$ cat src/hw/rtl/kfc_pkg.sv
package kfc_pkg;

    localparam int MAX_DISTINCT = 64;
    localparam int MAX_TEXT     = 512;
    localparam int MAX_GRAM     = 4;

    localparam int BYTE_W  = 8;
    localparam int GRAM_W  = MAX_GRAM * BYTE_W;
    localparam int COUNT_W = 10;
    localparam int LEN_W   = 3;
    localparam int TEXT_W  = $clog2(MAX_TEXT + 1);
    localparam int ADDR_W  = $clog2(MAX_DISTINCT);
    localparam int USED_W  = $clog2(MAX_DISTINCT + 1);

    localparam logic [COUNT_W-1:0] COUNT_MAX = {COUNT_W{1'b1}};

    typedef enum logic {
        KIND_FREQUENT  = 1'b0,
        KIND_NO_REPEAT = 1'b1
    } t_kind;

    typedef struct packed {
        logic [GRAM_W-1:0]  gram;
        logic [COUNT_W-1:0] count;
    } t_entry;

    // Clamps the programmed length into the supported range.
    function automatic logic [LEN_W-1:0] eff_length(input logic [LEN_W-1:0] len);
        logic [LEN_W-1:0] n;
        n = len;
        if (n == '0) begin
            n = LEN_W'(1);
        end
        if (n > LEN_W'(MAX_GRAM)) begin
            n = LEN_W'(MAX_GRAM);
        end
        return n;
    endfunction

    function automatic logic [GRAM_W-1:0] gram_mask(input logic [LEN_W-1:0] n);
        logic [GRAM_W-1:0] m;
        m = '0;
        for (int b = 0; b < MAX_GRAM; b++) begin
            if (LEN_W'(b) < n) begin
                m[b*BYTE_W +: BYTE_W] = {BYTE_W{1'b1}};
            end
        end
        return m;
    endfunction

    function automatic logic [COUNT_W-1:0] sat_inc(input logic [COUNT_W-1:0] c);
        return (c == COUNT_MAX) ? c : c + COUNT_W'(1);
    endfunction

endpackage

$ cat src/hw/rtl/kfc_if.sv
interface kfc_in_if;
    logic                         valid;
    logic                         ready;
    logic [kfc_pkg::BYTE_W-1:0]   text_byte;
    logic                         is_last;

    modport source (output valid, output text_byte, output is_last, input ready);
    modport sink   (input valid, input text_byte, input is_last, output ready);
endinterface

interface kfc_out_if;
    logic                          valid;
    logic                          ready;
    logic                          kind;
    logic [kfc_pkg::GRAM_W-1:0]    gram;
    logic [kfc_pkg::COUNT_W-1:0]   occurrences;
    logic                          overflow;
    logic                          last_result;

    modport source (output valid, output kind, output gram, output occurrences,
                    output overflow, output last_result, input ready);
    modport sink   (input valid, input kind, input gram, input occurrences,
                    input overflow, input last_result, output ready);
endinterface

interface kfc_cfg_if;
    logic                        valid;
    logic                        ready;
    logic [kfc_pkg::LEN_W-1:0]   gram_length;

    modport source (output valid, output gram_length, input ready);
    modport sink   (input valid, input gram_length, output ready);
endinterface

$ cat src/hw/rtl/kgram_frequency_counter.sv
// Per text byte: when a gram completes, the table is read one entry per cycle
// and each entry compared with the window until a match or the table's end.
// Report after the last byte: a scan finds the largest count; if it is two or
// more, each gram with that count is sent, else one no-repeat result is sent.
// Synchronous active-low reset clears control state and sets gram_length to 1;
// the gram table is not cleared, entries beyond the fill count are never read.
module kgram_frequency_counter (
    input  logic        i_clk,
    input  logic        i_rst_n,
    kfc_cfg_if.sink     i_cfg,
    kfc_in_if.sink      i_text,
    kfc_out_if.source   o_result
);

    typedef enum logic [2:0] {
        S_IDLE,
        S_SEARCH,
        S_MAX,
        S_EMIT_RD,
        S_EMIT_CHK,
        S_NOREP
    } t_state;

    t_state                          r_state;
    logic [kfc_pkg::LEN_W-1:0]       r_glen;
    logic [kfc_pkg::GRAM_W-1:0]      r_window;
    logic [kfc_pkg::TEXT_W-1:0]      r_bytes;
    logic [kfc_pkg::USED_W-1:0]      r_used;
    logic                            r_ovf;
    logic                            r_last;
    logic [kfc_pkg::GRAM_W-1:0]      r_gram;
    logic [kfc_pkg::USED_W-1:0]      r_ridx;
    logic [kfc_pkg::ADDR_W-1:0]      r_didx;
    logic                            r_dvld;
    logic [kfc_pkg::COUNT_W-1:0]     r_best;
    logic [kfc_pkg::ADDR_W-1:0]      r_lastidx;

    logic                            r_ovalid;
    logic                            r_okind;
    logic [kfc_pkg::GRAM_W-1:0]      r_ogram;
    logic [kfc_pkg::COUNT_W-1:0]     r_oocc;
    logic                            r_oovf;
    logic                            r_olast;

    kfc_pkg::t_entry                 mem [kfc_pkg::MAX_DISTINCT];
    kfc_pkg::t_entry                 r_rdata;

    logic                            rd_en;
    logic [kfc_pkg::ADDR_W-1:0]      rd_addr;
    logic                            wr_en;
    logic [kfc_pkg::ADDR_W-1:0]      wr_addr;
    kfc_pkg::t_entry                 wr_data;

    logic [kfc_pkg::LEN_W-1:0]       eff_n;
    logic [kfc_pkg::GRAM_W-1:0]      n_window;
    logic [kfc_pkg::TEXT_W-1:0]      n_bytes;
    logic                            in_fire;
    logic                            hit;
    logic                            more;
    logic                            out_free;
    logic                            emit;

    assign eff_n    = kfc_pkg::eff_length(r_glen);
    assign n_window = {r_window[kfc_pkg::GRAM_W-kfc_pkg::BYTE_W-1:0], i_text.text_byte};
    assign n_bytes  = r_bytes + kfc_pkg::TEXT_W'(1);
    assign in_fire  = i_text.valid && i_text.ready;
    assign hit      = r_dvld && (r_rdata.gram == r_gram);
    assign more     = r_ridx < r_used;
    assign out_free = !r_ovalid || o_result.ready;
    assign emit     = out_free && (((r_state == S_EMIT_CHK) && (r_rdata.count == r_best)) ||
                                   (r_state == S_NOREP));

    assign i_cfg.ready  = 1'b1;
    assign i_text.ready = (r_state == S_IDLE);

    assign o_result.valid       = r_ovalid;
    assign o_result.kind        = r_okind;
    assign o_result.gram        = r_ogram;
    assign o_result.occurrences = r_oocc;
    assign o_result.overflow    = r_oovf;
    assign o_result.last_result = r_olast;

    always_comb begin
        rd_en   = 1'b0;
        rd_addr = r_ridx[kfc_pkg::ADDR_W-1:0];
        wr_en   = 1'b0;
        wr_addr = r_didx;
        wr_data = '{gram: r_gram, count: kfc_pkg::sat_inc(r_rdata.count)};
        unique case (r_state)
            S_SEARCH: begin
                if (hit) begin
                    wr_en = 1'b1;
                end else if (more) begin
                    rd_en = 1'b1;
                end else if (!r_dvld && (r_used < kfc_pkg::USED_W'(kfc_pkg::MAX_DISTINCT))) begin
                    wr_en   = 1'b1;
                    wr_addr = r_used[kfc_pkg::ADDR_W-1:0];
                    wr_data = '{gram: r_gram, count: kfc_pkg::COUNT_W'(1)};
                end
            end
            S_MAX: begin
                rd_en = more;
            end
            S_EMIT_RD: begin
                rd_en = 1'b1;
            end
            default: begin
            end
        endcase
    end

    always_ff @(posedge i_clk) begin
        if (wr_en) begin
            mem[wr_addr] <= wr_data;
        end
        if (rd_en) begin
            r_rdata <= mem[rd_addr];
        end
    end

    always_ff @(posedge i_clk) begin
        if (!i_rst_n) begin
            r_state   <= S_IDLE;
            r_glen    <= kfc_pkg::LEN_W'(1);
            r_window  <= '0;
            r_bytes   <= '0;
            r_used    <= '0;
            r_ovf     <= 1'b0;
            r_last    <= 1'b0;
            r_ridx    <= '0;
            r_didx    <= '0;
            r_dvld    <= 1'b0;
            r_best    <= '0;
            r_lastidx <= '0;
            r_ovalid  <= 1'b0;
        end else begin
            if (i_cfg.valid && i_cfg.ready) begin
                r_glen <= i_cfg.gram_length;
            end
            if (emit) begin
                r_ovalid <= 1'b1;
            end else if (o_result.ready) begin
                r_ovalid <= 1'b0;
            end

            unique case (r_state)
                S_IDLE: begin
                    if (in_fire) begin
                        r_last <= i_text.is_last;
                        r_ridx <= '0;
                        r_dvld <= 1'b0;
                        r_best <= '0;
                        if (r_bytes < kfc_pkg::TEXT_W'(kfc_pkg::MAX_TEXT)) begin
                            r_window <= n_window;
                            r_bytes  <= n_bytes;
                        end else begin
                            r_ovf <= 1'b1;
                        end
                        if ((r_bytes < kfc_pkg::TEXT_W'(kfc_pkg::MAX_TEXT)) &&
                            (n_bytes >= kfc_pkg::TEXT_W'(eff_n))) begin
                            r_gram  <= n_window & kfc_pkg::gram_mask(eff_n);
                            r_state <= S_SEARCH;
                        end else if (i_text.is_last) begin
                            r_state <= S_MAX;
                        end
                    end
                end
                S_SEARCH: begin
                    if (hit || (!more && !r_dvld)) begin
                        if (!hit) begin
                            if (r_used < kfc_pkg::USED_W'(kfc_pkg::MAX_DISTINCT)) begin
                                r_used <= r_used + kfc_pkg::USED_W'(1);
                            end else begin
                                r_ovf <= 1'b1;
                            end
                        end
                        r_ridx  <= '0;
                        r_dvld  <= 1'b0;
                        r_state <= r_last ? S_MAX : S_IDLE;
                    end else if (more) begin
                        r_didx <= r_ridx[kfc_pkg::ADDR_W-1:0];
                        r_dvld <= 1'b1;
                        r_ridx <= r_ridx + kfc_pkg::USED_W'(1);
                    end else begin
                        r_dvld <= 1'b0;
                    end
                end
                S_MAX: begin
                    if (r_dvld) begin
                        if (r_rdata.count > r_best) begin
                            r_best    <= r_rdata.count;
                            r_lastidx <= r_didx;
                        end else if (r_rdata.count == r_best) begin
                            r_lastidx <= r_didx;
                        end
                    end
                    if (more) begin
                        r_didx <= r_ridx[kfc_pkg::ADDR_W-1:0];
                        r_dvld <= 1'b1;
                        r_ridx <= r_ridx + kfc_pkg::USED_W'(1);
                    end else begin
                        r_dvld <= 1'b0;
                        if (!r_dvld) begin
                            r_ridx  <= '0;
                            r_state <= (r_best >= kfc_pkg::COUNT_W'(2)) ? S_EMIT_RD : S_NOREP;
                        end
                    end
                end
                S_EMIT_RD: begin
                    r_didx  <= r_ridx[kfc_pkg::ADDR_W-1:0];
                    r_ridx  <= r_ridx + kfc_pkg::USED_W'(1);
                    r_state <= S_EMIT_CHK;
                end
                S_EMIT_CHK: begin
                    if (r_rdata.count != r_best) begin
                        r_state <= S_EMIT_RD;
                    end else if (out_free) begin
                        r_okind  <= kfc_pkg::KIND_FREQUENT;
                        r_ogram  <= r_rdata.gram;
                        r_oocc   <= r_best;
                        r_oovf   <= r_ovf;
                        r_olast  <= (r_didx == r_lastidx);
                        if (r_didx == r_lastidx) begin
                            r_window <= '0;
                            r_bytes  <= '0;
                            r_used   <= '0;
                            r_ovf    <= 1'b0;
                            r_state  <= S_IDLE;
                        end else begin
                            r_state <= S_EMIT_RD;
                        end
                    end
                end
                S_NOREP: begin
                    if (out_free) begin
                        r_okind  <= kfc_pkg::KIND_NO_REPEAT;
                        r_ogram  <= '0;
                        r_oocc   <= r_best;
                        r_oovf   <= r_ovf;
                        r_olast  <= 1'b1;
                        r_window <= '0;
                        r_bytes  <= '0;
                        r_used   <= '0;
                        r_ovf    <= 1'b0;
                        r_state  <= S_IDLE;
                    end
                end
                default: begin
                    r_state <= S_IDLE;
                end
            endcase
        end
    end

    a_used_bound: assert property (@(posedge i_clk) disable iff (!i_rst_n)
        r_used <= kfc_pkg::USED_W'(kfc_pkg::MAX_DISTINCT))
        else $error("gram table fill count beyond capacity");

    a_text_bound: assert property (@(posedge i_clk) disable iff (!i_rst_n)
        r_bytes <= kfc_pkg::TEXT_W'(kfc_pkg::MAX_TEXT))
        else $error("text byte count beyond capacity");

    a_norep_fields: assert property (@(posedge i_clk) disable iff (!i_rst_n)
        (r_ovalid && (r_okind == kfc_pkg::KIND_NO_REPEAT)) |->
            (r_oocc < kfc_pkg::COUNT_W'(2)) && (r_ogram == '0) && r_olast)
        else $error("no-repeat result with a repeated count");

    a_freq_fields: assert property (@(posedge i_clk) disable iff (!i_rst_n)
        (r_ovalid && (r_okind == kfc_pkg::KIND_FREQUENT)) |->
            (r_oocc >= kfc_pkg::COUNT_W'(2)))
        else $error("frequent gram result with a count below two");

endmodule

$ cat src/flat_wrapper.sv
// flat-port wrapper written by rule: the top's interface ports become plain ports
module kgram_frequency_counter_flat 
  (i_clk, i_rst_n, i_cfg_valid, i_cfg_gram_length, i_cfg_ready, i_text_valid, i_text_text_byte, i_text_is_last, i_text_ready, o_result_valid, o_result_kind, o_result_gram, o_result_occurrences, o_result_overflow, o_result_last_result, o_result_ready);
  kfc_cfg_if i_cfg_i ();
  kfc_in_if i_text_i ();
  kfc_out_if o_result_i ();
  input  logic i_clk;
  input  logic i_rst_n;
  input wire logic [$bits(i_cfg_i.valid)-1:0] i_cfg_valid;
  input wire logic [$bits(i_cfg_i.gram_length)-1:0] i_cfg_gram_length;
  output wire logic [$bits(i_cfg_i.ready)-1:0] i_cfg_ready;
  input wire logic [$bits(i_text_i.valid)-1:0] i_text_valid;
  input wire logic [$bits(i_text_i.text_byte)-1:0] i_text_text_byte;
  input wire logic [$bits(i_text_i.is_last)-1:0] i_text_is_last;
  output wire logic [$bits(i_text_i.ready)-1:0] i_text_ready;
  output wire logic [$bits(o_result_i.valid)-1:0] o_result_valid;
  output wire logic [$bits(o_result_i.kind)-1:0] o_result_kind;
  output wire logic [$bits(o_result_i.gram)-1:0] o_result_gram;
  output wire logic [$bits(o_result_i.occurrences)-1:0] o_result_occurrences;
  output wire logic [$bits(o_result_i.overflow)-1:0] o_result_overflow;
  output wire logic [$bits(o_result_i.last_result)-1:0] o_result_last_result;
  input wire logic [$bits(o_result_i.ready)-1:0] o_result_ready;
  assign i_cfg_i.valid = i_cfg_valid;
  assign i_cfg_i.gram_length = i_cfg_gram_length;
  assign i_cfg_ready = i_cfg_i.ready;
  assign i_text_i.valid = i_text_valid;
  assign i_text_i.text_byte = i_text_text_byte;
  assign i_text_i.is_last = i_text_is_last;
  assign i_text_ready = i_text_i.ready;
  assign o_result_valid = o_result_i.valid;
  assign o_result_kind = o_result_i.kind;
  assign o_result_gram = o_result_i.gram;
  assign o_result_occurrences = o_result_i.occurrences;
  assign o_result_overflow = o_result_i.overflow;
  assign o_result_last_result = o_result_i.last_result;
  assign o_result_i.ready = o_result_ready;
  kgram_frequency_counter u_core (.i_clk(i_clk), .i_rst_n(i_rst_n), .i_cfg(i_cfg_i), .i_text(i_text_i), .o_result(o_result_i));
endmodule
$ cat config.mk
export PLATFORM = sky130hd
export DESIGN_NAME = kgram_frequency_counter_flat
export DESIGN_NICKNAME = d
export VERILOG_FILES = /design/src/hw/rtl/kfc_pkg.sv /design/src/hw/rtl/kfc_if.sv /design/src/hw/rtl/kgram_frequency_counter.sv /design/src/flat_wrapper.sv
export SDC_FILE = /design/constraint.sdc
export NUM_CORES = 2
export LEC_CHECK = 0
export BUFFER_PORTS_ARGS = -buffer_cell sky130_fd_sc_hd__buf_2
export CAP_MARGIN = 5
export CORE_ASPECT_RATIO = 2
export CORE_UTILIZATION = 38
export DETAILED_ROUTE_END_ITERATION = 7
export HOLD_SLACK_MARGIN = 0.15
export PLACE_DENSITY = 0.52
export SYNTH_ARGS = -nofsm -noshare
export SYNTH_HDL_FRONTEND = slang
export SYNTH_SLANG_ARGS = --single-unit
$ cat constraint.sdc
create_clock -name i_clk -period 7.79 [get_ports i_clk]
set_clock_uncertainty 0.15 [all_clocks]
set_input_delay 0.779 -clock i_clk [delete_from_list [all_inputs] [get_ports i_clk]]
set_output_delay 0.779 -clock i_clk [all_outputs]
set_load 0.01 [all_outputs]
==> flow_summary.json <==
{
  "failed_checks": "design-rule violations",
  "cts.path.max_buffers": 4,
  "viasPerCell": 5.76,
  "die_area_sq_um": 294000,
  "yosysMostFrequentCell": "edfxtp_1",
  "timing.rr.start": "u_core.r_gram[20]",
  "netlist.area_leader.share": 0.761,
  "r2r_cells": 9,
  "detail_route.iter0.violations": 5629,
  "num_vias": 51800,
  "worstMarginPinSlew_ps": 1370,
  "clk_latency_ps": 930,
  "drive_gt1_frac": 0.306,
  "grt_use_total": 0.233,
  "slew_headroom": 0.0839,
  "drt-pass1-iter-count": 8,
  "route.detailed.drc": 15,
  "antenna_found_initial": 14,
  "min_from": "u_core.r_window[17]",
  "final_nets": 5039,
  "drt-total-wl_um": 342000,
  "clkSlewWorstSetupHoldPaths_ps": 70,
  "synth_cells": 4729,
  "hold_path_depth": 2,
  "finalWorstPathRequiredPeriod_ps": 6030,
  "cts_tree": "yes",
  "leakage_nw": 37.3,
  "place_congestion": 0.827,
  "die_w_um": 384,
  "cts_inserted_buffers": 238,
  "setup-violations-final": 0,
  "power_density_nw_per_um2": 284,
  "num_rows": 280,
  "post_cts_resized": 0,
  "area_growth_pct": 13.3,
  "avgSynthCellArea_sq_um": 23.4,
  "outcome": "finished with violations",
  "synth_area_leaders": "edfxtp_1 76%, mux4_2 18%, dfxtp_1 1.4%",
  "netlist.top_cell.by_area": "edfxtp_1",
  "core_sq_um": 290000,
  "grt_first_pass_wirelength_um": 464000,
  "cts.sinks": 2887,
  "p_total_mw": 35.7,
  "vdd_drop_max_mv": 0.195,
  "clock-root-buffer": "clkbuf_16",
  "slowest_stage": "nor2_4",
  "path_cells": "buf_4 -> xnor2_1 -> nand4_1 -> nor3_1 -> nor4b_4 -> a31oi_1 -> nand2b_1 -> nor2_4 -> buf_4",
  "ys_seq_elements": 2887,
  "slew_violations": 0,
  "startpoint_type": "flop",
  "grt_max_degree": 136,
  "ant_nets": 0,
  "io_buffers": 63,
  "initial_core_util": 0.381,
  "synth_cell_types": 65,
  "synth_nets": 4769,
  "fin_crit_sh": 0.774,
  "crit_start": "u_core.r_gram[20]",
  "crit_arrival_ps": 6470,
  "dp_hpwl_um": 200000,
  "setup_tns_ps": 0,
  "cap_violations": 0,
  "path_depth": 9,
  "crit_fanout": 65,
  "htree_num_levels": 4,
  "cts_setup_buffers": 0,
  "grt_pass1_vias": 54100,
  "ys_async_sr_fraction": 0,
  "ys_seq_area_frac": 0.776,
  "ios": 65,
  "place_area_sq_um": 117000,
  "crit_path_end_kind": "flop",
  "fin_area_sq_um": 125000,
  "crit_type": "reg -> reg",
  "synthFlopType": "edfxtp_1",
  "synth_edf_count": 2807,
  "worstPathRequired_ps": 8230,
  "final-hold-violation-count": 0,
  "critPathTopFamily": "simple AND/OR/NAND/NOR gates",
  "grt_overflow": 0,
  "syn_area_sq_um": 111000,
  "die_h_um": 765,
  "routedWlPerCell_um": 38.0,
  "cp.buffers_inverters": 2,
  "max_freq_mhz": 166,
  "rsz0062_at_grt": "no",
  "yosys-top-cells-count": "2,807 x edfxtp_1, 867 x mux4_2, 149 x clkbuf_1",
  "yosysWarnings": 0,
  "hold_class": "reg -> reg",
  "crit_path_max_incr_delay_ps": 1230,
  "crit_path_frequent_cell": "buf_4"
}
==> cell type report <==
type,count,area [sq um]
Tap cell,3807,4760
Clock buffer,295,6320
Antenna cell,1,2.50
Inverter,31,124
Sequential cell,2887,85900
Clock inverter,141,1510
Timing Repair Buffer,286,2590
Fill cell,24500,165000
Multi-Input combinational cell,1555,24200
==> kinds of logic (layout without fill, tap and decap cells) <==
logic type      Yosys count  after routing  share of synthesized area
flops                  2887           2887                      0.776
mux                     888            888                      0.178
simple gates            448            448                     0.0199
buf+inv                 287            753                     0.0107
compound gates          144            144                    0.00885
xor+xnor                 51             51                    0.00403
fa+ha+maj                23             23                    0.00260
other cells               1              2                  0.0000339
==> registers in the layout, indices dropped and copies added, names as in the netlist <==
| name | flops |
|---|---|
| u_core.r_ridx | 7 |
| u_core.r_didx | 6 |
| u_core.r_ovf | 1 |
| u_core.r_last | 1 |
| u_core.o_result.last_result | 1 |
| u_core.r_bytes | 10 |
| u_core.o_result.occurrences | 10 |
| u_core.o_result.valid | 1 |
| u_core.r_lastidx | 6 |
| u_core.r_state | 3 |
| u_core.r_glen | 3 |
| u_core.r_used | 7 |
| u_core.o_result.gram | 32 |
| u_core.r_window | 24 |
| u_core.r_dvld | 1 |
| u_core.r_gram | 32 |
| u_core.o_result.overflow | 1 |
| u_core.mem | 2688 |
| u_core.r_best | 10 |
| u_core.o_result.kind | 1 |
| u_core.r_rdata | 42 |
==> metrics by stage <==
step / hold slack (ps) / utilization / instances / setup slack, ps
final: 325 / 0.432 / 9003 / 1760
after global routing: 307 / 0.432 / 9003 / 1790
after CTS: 256 / 0.432 / 9001 / 1800
after detailed placement: 314 / 0.404 / 8548 / 1860
after global placement: 301 / 0.404 / 8547 / 1730
after floorplan: 259 / - / 4729 / 1460
==> report_power, final <==
part	switching (mW)	internal (mW)
sequential	0.188	18.2
combinational	3.07	1.82
clock	5.67	6.73
==> what timing repair did <==
action                                  4_1_cts  5_1_grt
endpoints found under the hold margin        22        0
endpoints found under the setup margin        0        0
hold buffers                                 17        0
==> layout by cell type, fill, tap and decap left out, types with 27 or more instances in the layout <==
cell type / instances
a21oi_1: 37
nor2b_1: 45
nor2_4: 61
edfxtp_1: 2807
nor2_1: 59
inv_1: 29
and2_1: 39
clkinv_1: 40
mux4_2: 867
xnor2_1: 27
clkbuf_16: 240
nand3_1: 53
bufinv_16: 29
buf_12: 45
clkbuf_1: 44
nand2_1: 103
dfxtp_1: 74
buf_4: 160
buf_2: 64
clkinv_2: 38
==> worst paths after layout <==
path | to | slack, ps
setup / recovery | u_core.mem[63][38] | 1760
hold / removal | u_core.r_window[17] | 330
setup reg to reg | u_core.mem[63][38] | 1760
hold reg to reg | u_core.r_window[17] | 330
==> layer usage <==
layer | wire [um] | track usage
met1 | 118000 | 0.262
met2 | 193000 | 0.445
met3 | 15700 | 0.0252
met4 | 15400 | 0.0931
met5 | 0 | 0
==> tightest hold or removal path, delay by kind of cell (launching register included) <==
kind | cells | cell delay (ps)
AOI/OAI and AO/OA | 1 | 60
DFF | 1 | 320
and+or+nand+nor | 1 | 60
Power figures use the tool's default switching activity.
